File: config.mk
export PLATFORM = sky130hd
export DESIGN_NAME = shift_register_chain_reader
export DESIGN_NICKNAME = d
export VERILOG_FILES = /design/src/hdl/srcr_pkg.sv /design/src/hdl/shift_register_chain_reader.sv /design/src/hdl/srcr_seq.sv /design/src/hdl/srcr_cache.sv
export SDC_FILE = /design/constraint.sdc
export NUM_CORES = 1
export LEC_CHECK = 0
export ABC_AREA = 1
export BUFFER_PORTS_ARGS = -buffer_cell sky130_fd_sc_hd__buf_4
export CORE_UTILIZATION = 57
export DETAILED_ROUTE_END_ITERATION = 10
export PLACE_DENSITY = 0.85
export SLEW_MARGIN = 10
export SYNTH_ARGS = -nofsm -noshare
export SYNTH_HDL_FRONTEND = slang
export SYNTH_HIERARCHICAL = 1
export SYNTH_SLANG_ARGS = --single-unit
export TNS_END_PERCENT = 1
File: constraint.sdc
create_clock -name i_clk -period 4.5 [get_ports i_clk]
set_input_delay 0.225 -clock i_clk [delete_from_list [all_inputs] [get_ports i_clk]]
set_output_delay 0.225 -clock i_clk [all_outputs]
set_load 0.01 [all_outputs]
File: src/hdl/srcr_pkg.sv
// ----------------------------------------------------------------------------
// srcr_pkg
// Shared types and constants for the shift register chain reader: request
// structs for both channels, command codes, register indexes, pin drive group.
// ----------------------------------------------------------------------------
package srcr_pkg;

    // field widths fixed by the interface
    localparam int CMD_W         = 2;
    localparam int PIN_W         = 9;
    localparam int CHIP_COUNT_W  = 6;
    localparam int PULSE_TICKS_W = 8;
    localparam int CFG_DATA_W    = 8;
    localparam int CFG_IDX_W     = 1;

    // eight-bit chips per section word
    localparam int CHIPS_PER_SECTION = 4;

    // reset values of the configuration registers
    localparam logic [CHIP_COUNT_W-1:0]  CHIP_COUNT_RST  = 6'd4;
    localparam logic [PULSE_TICKS_W-1:0] PULSE_TICKS_RST = 8'd5;

    // register indexes
    localparam logic [CFG_IDX_W-1:0] REG_CHIP_COUNT  = 1'd0;
    localparam logic [CFG_IDX_W-1:0] REG_PULSE_TICKS = 1'd1;

    // command codes (code 3 behaves as a plain tick)
    localparam logic [CMD_W-1:0] CMD_TICK  = 2'd0;
    localparam logic [CMD_W-1:0] CMD_START = 2'd1;
    localparam logic [CMD_W-1:0] CMD_READ  = 2'd2;

    typedef struct packed {
        logic [CMD_W-1:0] command;
        logic [PIN_W-1:0] pin_number;
        logic             serial_in;
    } t_in_req;

    typedef struct packed {
        logic load_n;
        logic shift_clock;
        logic clock_enable;
        logic busy_res;
        logic scan_done;
        logic read_valid;
        logic read_bit;
    } t_out_req;

    // pin drive levels and scan status from the sequencer
    typedef struct packed {
        logic load_n;
        logic shift_clock;
        logic clock_enable;
        logic busy_res;
        logic scan_done;
    } t_drive;

endpackage

File: src/hdl/shift_register_chain_reader.sv
// ----------------------------------------------------------------------------
// shift_register_chain_reader
// Tick-driven reader for a daisy chain of eight-bit parallel-in serial-out
// shift registers, with a cached pin image and single-pin reads.
// ----------------------------------------------------------------------------
// Result: the output register captures the result at the request accept edge.
// Throughput: one request per cycle while o_in_stall is low; the sequencer and
//   cache decode are combinational and feed the result register.
// Reset (synchronous, active low): scan idle, pin cache cleared, chip_count 4,
//   pulse_ticks 5, output register empty.
module shift_register_chain_reader #(
    parameter int MAX_SECTIONS = 8,
    parameter int SECTION_BITS = 32
) (
    input  logic                              i_clk,
    input  logic                              i_rst_n,
    input  logic                              i_cfg_we,
    input  logic [srcr_pkg::CFG_IDX_W-1:0]    i_cfg_index,
    input  logic [srcr_pkg::CFG_DATA_W-1:0]   i_cfg_data,
    input  logic                              i_in_valid,
    output logic                              o_in_stall,
    input  srcr_pkg::t_in_req                 i_in_req,
    output logic                              o_out_valid,
    input  logic                              i_out_stall,
    output srcr_pkg::t_out_req                o_out_req
);
    import srcr_pkg::*;

    localparam int SEC_W  = (MAX_SECTIONS > 1) ? $clog2(MAX_SECTIONS) : 1;
    localparam int SCNT_W = $clog2(MAX_SECTIONS+1);

    logic [CHIP_COUNT_W-1:0]  r_chip_count;
    logic [PULSE_TICKS_W-1:0] r_pulse_ticks;
    logic                     r_out_valid;
    t_out_req                 r_out_req, n_out_req;
    logic                     w_accept;
    logic [CHIP_COUNT_W-1:0]  w_chips;
    logic [CHIP_COUNT_W:0]    w_sec_raw;
    logic [SCNT_W-1:0]        w_sections;
    t_drive                   w_drive;
    logic                     w_store_en;
    logic [SEC_W-1:0]         w_store_sec;
    logic [SECTION_BITS-1:0]  w_store_data;
    logic                     w_read_valid;
    logic                     w_read_bit;

    // configuration registers
    always_ff @(posedge i_clk) begin
        if (!i_rst_n) begin
            r_chip_count  <= CHIP_COUNT_RST;
            r_pulse_ticks <= PULSE_TICKS_RST;
        end else if (i_cfg_we) begin
            case (i_cfg_index)
                REG_CHIP_COUNT:  r_chip_count  <= i_cfg_data[CHIP_COUNT_W-1:0];
                REG_PULSE_TICKS: r_pulse_ticks <= i_cfg_data[PULSE_TICKS_W-1:0];
                default: begin
                end
            endcase
        end
    end

    // section count: ceil(chips / 4), at least one, capped at MAX_SECTIONS
    assign w_chips   = (r_chip_count == '0) ? CHIP_COUNT_W'(1) : r_chip_count;
    assign w_sec_raw = ({1'b0, w_chips} + (CHIP_COUNT_W+1)'(CHIPS_PER_SECTION - 1))
                       / (CHIP_COUNT_W+1)'(CHIPS_PER_SECTION);
    assign w_sections = (w_sec_raw > (CHIP_COUNT_W+1)'(MAX_SECTIONS))
                        ? SCNT_W'(MAX_SECTIONS) : SCNT_W'(w_sec_raw);

    // handshake: take a request whenever the result register is free or drains
    assign o_in_stall = r_out_valid & i_out_stall;
    assign w_accept   = i_in_valid & ~o_in_stall;

    srcr_seq #(
        .MAX_SECTIONS (MAX_SECTIONS),
        .SECTION_BITS (SECTION_BITS)
    ) u_seq (
        .i_clk         (i_clk),
        .i_rst_n       (i_rst_n),
        .i_step        (w_accept),
        .i_command     (i_in_req.command),
        .i_serial_in   (i_in_req.serial_in),
        .i_sections    (w_sections),
        .i_pulse_ticks (r_pulse_ticks),
        .o_drive       (w_drive),
        .o_store_en    (w_store_en),
        .o_store_sec   (w_store_sec),
        .o_store_data  (w_store_data)
    );

    srcr_cache #(
        .MAX_SECTIONS (MAX_SECTIONS),
        .SECTION_BITS (SECTION_BITS)
    ) u_cache (
        .i_clk        (i_clk),
        .i_rst_n      (i_rst_n),
        .i_store_en   (w_store_en),
        .i_store_sec  (w_store_sec),
        .i_store_data (w_store_data),
        .i_read_req   (i_in_req.command == CMD_READ),
        .i_pin        (i_in_req.pin_number),
        .i_sections   (w_sections),
        .o_read_valid (w_read_valid),
        .o_read_bit   (w_read_bit)
    );

    // result assembly
    always_comb begin
        n_out_req.load_n       = w_drive.load_n;
        n_out_req.shift_clock  = w_drive.shift_clock;
        n_out_req.clock_enable = w_drive.clock_enable;
        n_out_req.busy_res     = w_drive.busy_res;
        n_out_req.scan_done    = w_drive.scan_done;
        n_out_req.read_valid   = w_read_valid;
        n_out_req.read_bit     = w_read_bit;
    end

    // result register
    always_ff @(posedge i_clk) begin
        if (!i_rst_n) begin
            r_out_valid <= 1'b0;
        end else if (w_accept) begin
            r_out_valid <= 1'b1;
        end else if (!i_out_stall) begin
            r_out_valid <= 1'b0;
        end
    end

    always_ff @(posedge i_clk) begin
        if (w_accept) begin
            r_out_req <= n_out_req;
        end
    end

    assign o_out_valid = r_out_valid;
    assign o_out_req   = r_out_req;

endmodule

File: src/hdl/srcr_seq.sv
// ----------------------------------------------------------------------------
// srcr_seq
// Scan sequencer: load pulse, then per bit one sample tick with the clock low
// and pulse_ticks ticks with the clock high; assembles section words.
// ----------------------------------------------------------------------------
module srcr_seq #(
    parameter int MAX_SECTIONS = 8,
    parameter int SECTION_BITS = 32
) (
    input  logic                                i_clk,
    input  logic                                i_rst_n,
    input  logic                                i_step,
    input  logic [srcr_pkg::CMD_W-1:0]          i_command,
    input  logic                                i_serial_in,
    input  logic [$clog2(MAX_SECTIONS+1)-1:0]   i_sections,
    input  logic [srcr_pkg::PULSE_TICKS_W-1:0]  i_pulse_ticks,
    output srcr_pkg::t_drive                    o_drive,
    output logic                                o_store_en,
    output logic [((MAX_SECTIONS > 1) ? $clog2(MAX_SECTIONS) : 1)-1:0] o_store_sec,
    output logic [SECTION_BITS-1:0]             o_store_data
);
    import srcr_pkg::*;

    localparam int SEC_W  = (MAX_SECTIONS > 1) ? $clog2(MAX_SECTIONS) : 1;
    localparam int POS_W  = $clog2(SECTION_BITS);
    localparam int SCNT_W = $clog2(MAX_SECTIONS+1);

    typedef enum logic [1:0] {
        PH_IDLE,
        PH_LOAD,
        PH_SAMPLE,
        PH_CLKHI
    } t_phase;

    t_phase                   r_phase, n_phase, w_phase;
    logic [PULSE_TICKS_W-1:0] r_tick, n_tick, w_tick;
    logic [POS_W-1:0]         r_bit, n_bit, w_bit;
    logic [SEC_W-1:0]         r_sec, n_sec, w_sec;
    logic [SECTION_BITS-1:0]  r_acc, n_acc, w_acc;
    logic [PULSE_TICKS_W-1:0] w_pulse;
    logic [PULSE_TICKS_W:0]   w_tick_inc;
    logic                     w_pulse_end;
    t_drive                   w_drive;
    logic                     w_store;

    // zero pulse width counts as one tick
    assign w_pulse    = (i_pulse_ticks == '0) ? PULSE_TICKS_W'(1) : i_pulse_ticks;
    assign w_tick_inc = {1'b0, w_tick} + (PULSE_TICKS_W+1)'(1);
    assign w_pulse_end = (w_tick_inc >= {1'b0, w_pulse});

    // start is taken before the phase work of the same tick
    always_comb begin
        if (i_command == CMD_START && r_phase == PH_IDLE) begin
            w_phase = PH_LOAD;
            w_tick  = '0;
            w_bit   = '0;
            w_acc   = '0;
            w_sec   = SEC_W'(i_sections - SCNT_W'(1));
        end else begin
            w_phase = r_phase;
            w_tick  = r_tick;
            w_bit   = r_bit;
            w_acc   = r_acc;
            w_sec   = r_sec;
        end
    end

    // phase work and drive levels
    always_comb begin
        n_phase = w_phase;
        n_tick  = w_tick;
        n_bit   = w_bit;
        n_acc   = w_acc;
        n_sec   = w_sec;
        w_store = 1'b0;
        w_drive = '{load_n: 1'b1, shift_clock: 1'b0, clock_enable: 1'b0,
                    busy_res: 1'b0, scan_done: 1'b0};
        case (w_phase)
            PH_LOAD: begin
                w_drive.load_n       = 1'b0;
                w_drive.clock_enable = 1'b1;
                w_drive.busy_res     = 1'b1;
                if (w_pulse_end) begin
                    n_tick  = '0;
                    n_phase = PH_SAMPLE;
                end else begin
                    n_tick = w_tick_inc[PULSE_TICKS_W-1:0];
                end
            end
            PH_SAMPLE: begin
                w_drive.busy_res = 1'b1;
                if (i_serial_in) begin
                    n_acc[w_bit] = 1'b1;
                end
                n_tick  = '0;
                n_phase = PH_CLKHI;
            end
            PH_CLKHI: begin
                w_drive.shift_clock = 1'b1;
                w_drive.busy_res    = 1'b1;
                if (w_pulse_end) begin
                    n_tick = '0;
                    if (w_bit == POS_W'(SECTION_BITS-1)) begin
                        // section complete: hand the word to the cache
                        w_store = 1'b1;
                        n_acc   = '0;
                        n_bit   = '0;
                        if (w_sec == '0) begin
                            w_drive.scan_done = 1'b1;
                            n_phase = PH_IDLE;
                        end else begin
                            n_sec   = w_sec - SEC_W'(1);
                            n_phase = PH_SAMPLE;
                        end
                    end else begin
                        n_bit   = w_bit + POS_W'(1);
                        n_phase = PH_SAMPLE;
                    end
                end else begin
                    n_tick = w_tick_inc[PULSE_TICKS_W-1:0];
                end
            end
            default: begin
            end
        endcase
    end

    // state advances once per accepted tick
    always_ff @(posedge i_clk) begin
        if (!i_rst_n) begin
            r_phase <= PH_IDLE;
            r_tick  <= '0;
            r_bit   <= '0;
            r_sec   <= '0;
            r_acc   <= '0;
        end else if (i_step) begin
            r_phase <= n_phase;
            r_tick  <= n_tick;
            r_bit   <= n_bit;
            r_sec   <= n_sec;
            r_acc   <= n_acc;
        end
    end

    assign o_drive      = w_drive;
    assign o_store_en   = w_store & i_step;
    assign o_store_sec  = w_sec;
    assign o_store_data = w_acc;

endmodule

File: src/hdl/srcr_cache.sv
// ----------------------------------------------------------------------------
// srcr_cache
// Pin cache: one word per section, written by the sequencer; decodes a
// one-based pin number into section and bit and returns the cached level.
// ----------------------------------------------------------------------------
module srcr_cache #(
    parameter int MAX_SECTIONS = 8,
    parameter int SECTION_BITS = 32
) (
    input  logic                                i_clk,
    input  logic                                i_rst_n,
    input  logic                                i_store_en,
    input  logic [((MAX_SECTIONS > 1) ? $clog2(MAX_SECTIONS) : 1)-1:0] i_store_sec,
    input  logic [SECTION_BITS-1:0]             i_store_data,
    input  logic                                i_read_req,
    input  logic [srcr_pkg::PIN_W-1:0]          i_pin,
    input  logic [$clog2(MAX_SECTIONS+1)-1:0]   i_sections,
    output logic                                o_read_valid,
    output logic                                o_read_bit
);
    import srcr_pkg::*;

    localparam int SEC_W  = (MAX_SECTIONS > 1) ? $clog2(MAX_SECTIONS) : 1;
    localparam int POS_W  = $clog2(SECTION_BITS);
    localparam int SCNT_W = $clog2(MAX_SECTIONS+1);
    localparam int LIM_W  = SCNT_W + $clog2(SECTION_BITS) + 1;
    localparam int CMP_W  = (LIM_W > PIN_W) ? LIM_W : PIN_W;

    logic [SECTION_BITS-1:0] r_cache [MAX_SECTIONS];
    logic [CMP_W-1:0]        w_idx;
    logic [CMP_W-1:0]        w_limit;
    logic [SEC_W-1:0]        w_sec;
    logic [POS_W-1:0]        w_pos;

    // section words, cleared by reset
    always_ff @(posedge i_clk) begin
        if (!i_rst_n) begin
            for (int k = 0; k < MAX_SECTIONS; k++) begin
                r_cache[k] <= '0;
            end
        end else if (i_store_en) begin
            r_cache[i_store_sec] <= i_store_data;
        end
    end

    // pin index and range limit
    assign w_idx   = CMP_W'(i_pin) - CMP_W'(1);
    assign w_limit = CMP_W'(i_sections) * CMP_W'(SECTION_BITS);

    // section split by independent boundary compares
    always_comb begin
        w_sec = '0;
        w_pos = w_idx[POS_W-1:0];
        for (int k = 1; k < MAX_SECTIONS; k++) begin
            if (w_idx >= CMP_W'(k * SECTION_BITS)) begin
                w_sec = SEC_W'(k);
                w_pos = POS_W'(w_idx - CMP_W'(k * SECTION_BITS));
            end
        end
    end

    // read sees the cache as it stood at the start of the tick
    always_comb begin
        o_read_valid = 1'b0;
        o_read_bit   = 1'b0;
        if (i_read_req && i_pin != '0 && w_idx < w_limit) begin
            o_read_valid = 1'b1;
            o_read_bit   = r_cache[w_sec][w_pos];
        end
    end

endmodule
; ---- Yosys cells after proc, flatten, opt, wreduce, memory -nomap -nowiden
; Memory sizes are Yosys's and may differ from the RTL's.
; Cells that the tools add are included.
[totals]
ramBits = 256
out_inout_bits = 9
register_bits = 72
latch_bits = 0
romBits = 0
wordCells = 132
in_bits = 26
mem_count = 1
[memory_table]
columns = memory, words, width, rd, rd_clocked_by_memory_dff, write_ports, line_no
row1 = u_cache.r_cache, 8, 32, 1, 0, 8, srcr_cache.sv:29  ; logic [SECTION_BITS-1:0] r_cache [MAX_SECTIONS];
[classes]
n_shift = 0
mul = 0
order_cmp = 13
bitwise_logic = 6
div = 0
muxes = 62
reduce_logical = 15
eq_ne = 7
n_addsub = 13
[op_table]
columns = op, count
row1 = two-way mux 32 bit, 5
row2 = case mux 32 bit (2 select lines), 1
row3 = two-way mux 5 bit, 11
row4 = >= comparator 10 x 8 -> 1 bit (second input constant), 4
row5 = subtractor 5 x 1 -> 5 bit (second input constant), 7
row6 = bitwise OR 32 bit, 1
row7 = OR reduction 32 bit, 1
row8 = two-way mux 3 bit, 10
row9 = two-way mux 8 bit, 3
row10 = >= comparator 10 x 7 -> 1 bit (second input constant), 2
row11 = two-way mux 1 bit, 19
row12 = case mux 8 bit (2 select lines), 1
row13 = two-way mux 2 bit, 7
row14 = less-than comparator 5 x 6 -> 1 bit (second input constant), 2
row15 = >= comparator 10 x 6 -> 1 bit (second input constant), 1
row16 = less-than comparator 10 x 9 -> 1 bit, 1
row17 = subtractor 9 x 1 -> 10 bit (second input constant), 1
row18 = adder 8 x 1 -> 9 bit (second input constant), 1
row19 = >= comparator 9 x 8 -> 1 bit, 1
row20 = nonzero test 9 bit, 1
row21 = zero test 8 bit, 1
row22 = adder 6 x 2 -> 7 bit (second input constant), 1
row23 = equality test 2 bit (second input constant), 3
row24 = zero test 6 bit, 1
row25 = other kinds (21), 30

; ---- Longest topological paths before layout
[depth]
ltp_word = 13
mapped_depth = 27
depth_no_buf = 24

; ---- Hierarchy
; The synthesis kept the hierarchy.
[modules_own_cells]
columns = module, cells_each, seq_area_each_um2, n_inst, area_per_inst_um2
row1 = srcr_cache, 1237, 7687.4, 1, 11954.0
row2 = srcr_seq, 493, 1001.0, 1, 3175.5
row3 = shift_register_chain_reader, 92, 510.5, 1, 854.6

; ---- Least setup slack after synthesis
; OpenSTA, ideal clock, no wires.
[synth_path]
path_type = reg2reg
startpoint = reg u_seq.r_phase[0]
endpoint = mem u_cache.r_cache[0][0], enable pin
arrival_ns = 4.113
path_slack_ns = -0.002
path_buffers = 3
required_time_ns = 4.111
setup_time_ns = 0.389
synth_period_minus_slack_ns = 4.502
stages_incl_launch_ff = 27
path_cell_list = dfxtp_1 > nor2_2 > nand2_4 > inv_2 > buf_2 > buf_1 > nor2_1 > ha_1 > nand3_1 > nor2_2 > xnor2_1 > ha_1 > nand2_1 > nor2_1 > nand2_1 > nand3_1 > nand2_1 > nand2_1 > nand2_1 > nand2_4 > nand3_4 > nor2_4 > nand2_1 > nor2_1 > nand2_1 > clkbuf_1 > nand2_1
[synth_rtl]
columns = item, line_no
row1 = "start, declared", srcr_seq.sv:35  ; t_phase r_phase, n_phase, w_phase;
row2 = "start signal, assigned", srcr_seq.sv:137  ; r_phase <= n_phase;
row3 = "end, declared", srcr_cache.sv:29

==> PnR_summary.wiki <==
{| class="wikitable"
! Metric !! Value
|-
| Outcome || completed
|-
| Number of failing hold endpoints at the final stage || 0
|-
| Synth Area in Adders || 1.722%
|-
| Leading cell type by number of instances after synthesis || sky130_fd_sc_hd__nand2_1
|-
| Cell area reported after detailed placement || 0.01655 sq mm
|-
| Hold Buf Count CTS || 9
|-
| Share of cells above drive strength 1 || 8.513%
|-
| Proportion of synthesized chip area in sequential cells || 57.55%
|-
| Post-DRT Antenna Nets || 0
|-
| Clock latency on the worst-skew pair || 0.54 ns
|-
| Worst slew margin relative to its limit || 21.89%
|-
| Synthesized area per cell || 8.773 sq um
|-
| CTS Buffer Depth || 3
|-
| Slowest CP cell || sky130_fd_sc_hd__dfxtp_1
|-
| Simple-gate area share of the yosys netlist || 26.54%
|-
| Number of clock sinks seen by CTS || 328
|-
| Sequential cell area || 0.009199 sq mm
|-
| Wire length of the first global-routing pass || 66100 um
|-
| Count of final max-slew check failures || 0
|-
| Most used cell along the critical path || sky130_fd_sc_hd__nand2_1
|-
| Filler instances || 2053
|-
| List of most frequent post-synthesis cells || 356 x sky130_fd_sc_hd__nand2_1, 350 x sky130_fd_sc_hd__nor2_1, 263 x sky130_fd_sc_hd__edfxtp_1, 249 x sky130_fd_sc_hd__nand3_1, 134 x sky130_fd_sc_hd__inv_1
|-
| Largest clock skew in the final design || 0.02539 ns
|-
| Count of different cell masters after synthesis || 44
|-
| Number of global-route vias before repair || 12850
|-
| Total grt overflow || 0
|-
| Number of synthesized flops with an enable pin || 263
|-
| TNS Setup || 0 ns
|-
| Reg2Reg Launch Point || u_seq/r_phase[0]
|-
| Core footprint || 0.02725 sq mm
|-
| Minimum period implied by the final worst setup slack || 4.128 ns
|-
| Critical path start-end classification || reg -> reg
|-
| Proportion of synthesized area in mux cells || 0%
|-
| VDD IR-drop max || 0.2989 mV
|-
| Top-area cell type share of the netlist area || 49.41%
|-
| Count of instances resized after the clock tree is built || 0
|-
| Top cells by area in the synthesized netlist || sky130_fd_sc_hd__edfxtp_1 49%, sky130_fd_sc_hd__nand2_1 8.4%, sky130_fd_sc_hd__nor2_1 8.2%
|-
| Gate count after technology mapping || 1822
|-
| Type of the most critical hold path || in -> reg
|-
| Area added between synthesis and finish || 10.89%
|-
| I/O pin total || 35
|-
| Critical Path AT || 4.29 ns
|-
| Placement row count || 60
|-
| TritonCTS clock tree || done
|-
| Synthesis Warnings || 6
|-
| Post-synthesis cell type with the largest combined area || sky130_fd_sc_hd__edfxtp_1
|-
| Multi-input logic area || 0.005773 sq mm
|-
| Number of flip-flops and latches in the synthesized netlist || 328
|-
| Antenna violations before repair || 0
|-
| Total die area || 0.02872 sq mm
|-
| Number of H-tree levels || 2
|-
| Critical path launch point type || flop
|-
| Synth Area in Compound Gates || 7.186%
|-
| Drt initial violations || 1940
|-
| Worst min-delay path startpoint || i_in_valid
|-
| Predominant post-synthesis flop cell || sky130_fd_sc_hd__edfxtp_1
|-
| Global-route total usage across every layer || 29.50%
|-
| Final-layout worst hold slack || 0.05897 ns
|-
| Xor-xnor portion of the synthesized cell area || 0.4932%
|-
| Drt wl/cell || 18.84 um
|-
| Cell Area, Synth || 0.01598 sq mm
|-
| HPWL after DPL || 24780 um
|-
| Largest fanout of any net on the critical path || 32
|-
| Endpoint type of the worst setup path || flop
|-
| Power density cells || 394.6 mW/mm^2
|-
| Remaining DRCs || 0
|-
| Maximum operating frequency || 242.2 MHz
|-
| Clock buffer count from CTS || 35
|-
| Mean number of vias per cell || 6.001
|-
| Overall routed net length || 41970 um
|-
| Cell class contributing the biggest share of worst-path delay || simple AND/OR/NAND/NOR gates
|-
| Main combinational cell family by area after synthesis || simple AND/OR/NAND/NOR gates
|-
| Clock transition at the registers of the reported paths || 0.06 ns
|-
| Reported max-cap violation count || 0
|-
| Count of nets after finishing || 1878
|-
| Combined buffer and inverter count along the critical path || 2
|-
| Effective utilization at floorplan || 58.65%
|-
| Horizontal die dimension || 169.5 um
|-
| Via count || 13370
|-
| Post-CTS Setup Repair Bufs || 0
|-
| Worst EP required || 4.66 ns
|-
| Vertical extent of the die || 169.5 um
|-
| Post-route cell area || 0.01772 sq mm
|-
| Leak Pwr || 6.775 nW
|-
| Total of endpoints with negative setup slack in the final report || 0
|-
| Placer Congestion || 0.8861
|-
| Input/output buffers || 34
|-
| N_diodes || 0
|-
| Pre-Repair DR Iteration Count || 6
|-
| Post-route fraction of the period consumed by the critical path || 91.74%
|-
| Master cell of the clock root buffer || sky130_fd_sc_hd__clkbuf_16
|-
| Beginning of the critical path || u_seq/r_phase[0]
|-
| Proportion of synthesized flip-flops having asynchronous set or reset || 0%
|-
| Post-Syn Nets || 1870
|-
| Maximum number of pins on one net before global-route repair || 114
|-
| Worst path cell trace || nor2_2 > nand2_4 > inv_2 > nor2_1 > ha_1 > nand3_1 > nor2_2 > xnor2_1 > ha_1 > nand2_1 > nor2_1 > nand2_1 > nand3_1 > nand2_1 > nand2_1 > nand2_1 > nand2_4 > nand3_4 > nor2_4 > nand2_1 > nor2_1 > nand2_1 > nand2_1 > buf_4
|-
| Slew of the pin with the lowest slew margin || 1.163 ns
|-
| Worst stage delay on the critical path || 0.44 ns
|-
| Unrepaired setup endpoints after global routing || false
|}
==> state kept, by name, summed over array words and instances, names as in the netlist <==
name / cells
u_cache/r_cache: 256
u_seq/r_acc: 32
r_pulse_ticks: 8
u_seq/r_tick: 8
o_out_req: 7
r_chip_count: 6
u_seq/r_bit: 5
u_seq/r_sec: 3
u_seq/r_phase: 2
o_out_valid: 1
==> where the power goes <==
| part | internal, mW | switching, mW |
|---|---|---|
| clock network | 1.61 | 1.17 |
| registers | 3.38 | 0.0461 |
| logic | 0.222 | 0.561 |
==> tightest hold or removal path, cell delays in order <==
cell	delay, ns
sky130_fd_sc_hd__buf_4	0.08
sky130_fd_sc_hd__inv_1	0.06
sky130_fd_sc_hd__a21boi_0	0.17
==> cell usage in the layout, fill, tap and decap left out, types with 6 or more instances in the layout <==
| master | instances |
|---|---|
| sky130_fd_sc_hd__nor2_2 | 8 |
| sky130_fd_sc_hd__buf_4 | 60 |
| sky130_fd_sc_hd__inv_1 | 134 |
| sky130_fd_sc_hd__o21ai_0 | 55 |
| sky130_fd_sc_hd__ha_1 | 22 |
| sky130_fd_sc_hd__dlygate4sd3_1 | 9 |
| sky130_fd_sc_hd__buf_12 | 6 |
| sky130_fd_sc_hd__clkbuf_1 | 9 |
| sky130_fd_sc_hd__nand2_1 | 355 |
| sky130_fd_sc_hd__inv_2 | 6 |
| sky130_fd_sc_hd__clkbuf_16 | 35 |
| sky130_fd_sc_hd__clkinv_2 | 9 |
| sky130_fd_sc_hd__a31oi_1 | 12 |
| sky130_fd_sc_hd__o21ai_1 | 6 |
| sky130_fd_sc_hd__nand3_1 | 249 |
| sky130_fd_sc_hd__nand2_4 | 6 |
| sky130_fd_sc_hd__nor2_4 | 6 |
| sky130_fd_sc_hd__a21oi_1 | 132 |
| sky130_fd_sc_hd__edfxtp_1 | 263 |
| sky130_fd_sc_hd__nor3_1 | 9 |
| sky130_fd_sc_hd__dfxtp_1 | 65 |
| sky130_fd_sc_hd__nor2_1 | 349 |
==> per-layer routing <==
layer,vias to the layer above,track usage [%],wire length (um)
li1,6101,-,-
met1,6193,38.31,15550
met2,920,47.75,19710
met3,157,6.413,5033
met4,0,12.93,1675
met5,-,0,0
==> metrics by stage <==
step | util, % | setup slack [ns] | power (mW) | instances
after global routing | 65.04 | 0.08962 | 7.218 | 2228
after detailed placement | 60.73 | 0.5389 | 4.235 | 2156
after global placement | 60.73 | 0.7268 | 4.207 | 2156
final | 65.04 | 0.3719 | 6.994 | 2228
after floorplan | - | -0.002208 | 4.000 | 1822
after CTS | 65.04 | 0.4599 | 6.994 | 2228
==> worst paths after layout <==
check / endpoint / slack [ns] / cells after the start
worst max-delay path: u_cache/r_cache[0][15] / 0.37 / 24
worst min-delay path: o_out_valid / 0.06 / 3
worst max register to register: u_cache/r_cache[0][15] / 0.37 / 24
worst min register to register: u_seq/r_sec[1] / 0.47 / 2
==> final cells by class <==
| cell class | instances | share of cell area, % |
|---|---|---|
| flip-flops and latches | 328 | 51.90 |
| clock inverters | 19 | 0.9953 |
| multi-input cells | 1247 | 32.57 |
| inverters | 143 | 3.050 |
| clock buffers | 44 | 5.132 |
| well taps | 372 | 2.626 |
| repair buffers | 75 | 3.727 |
==> cell families after synthesis <==
kind of cell | after synthesis
AOI/OAI and AO/OA | 217
and+or+nand+nor | 999
adders and majority gates | 22
DFF | 328
buffers and inverters | 247
xor gates and xnor gates | 9
(Power assumes the default switching activity.)
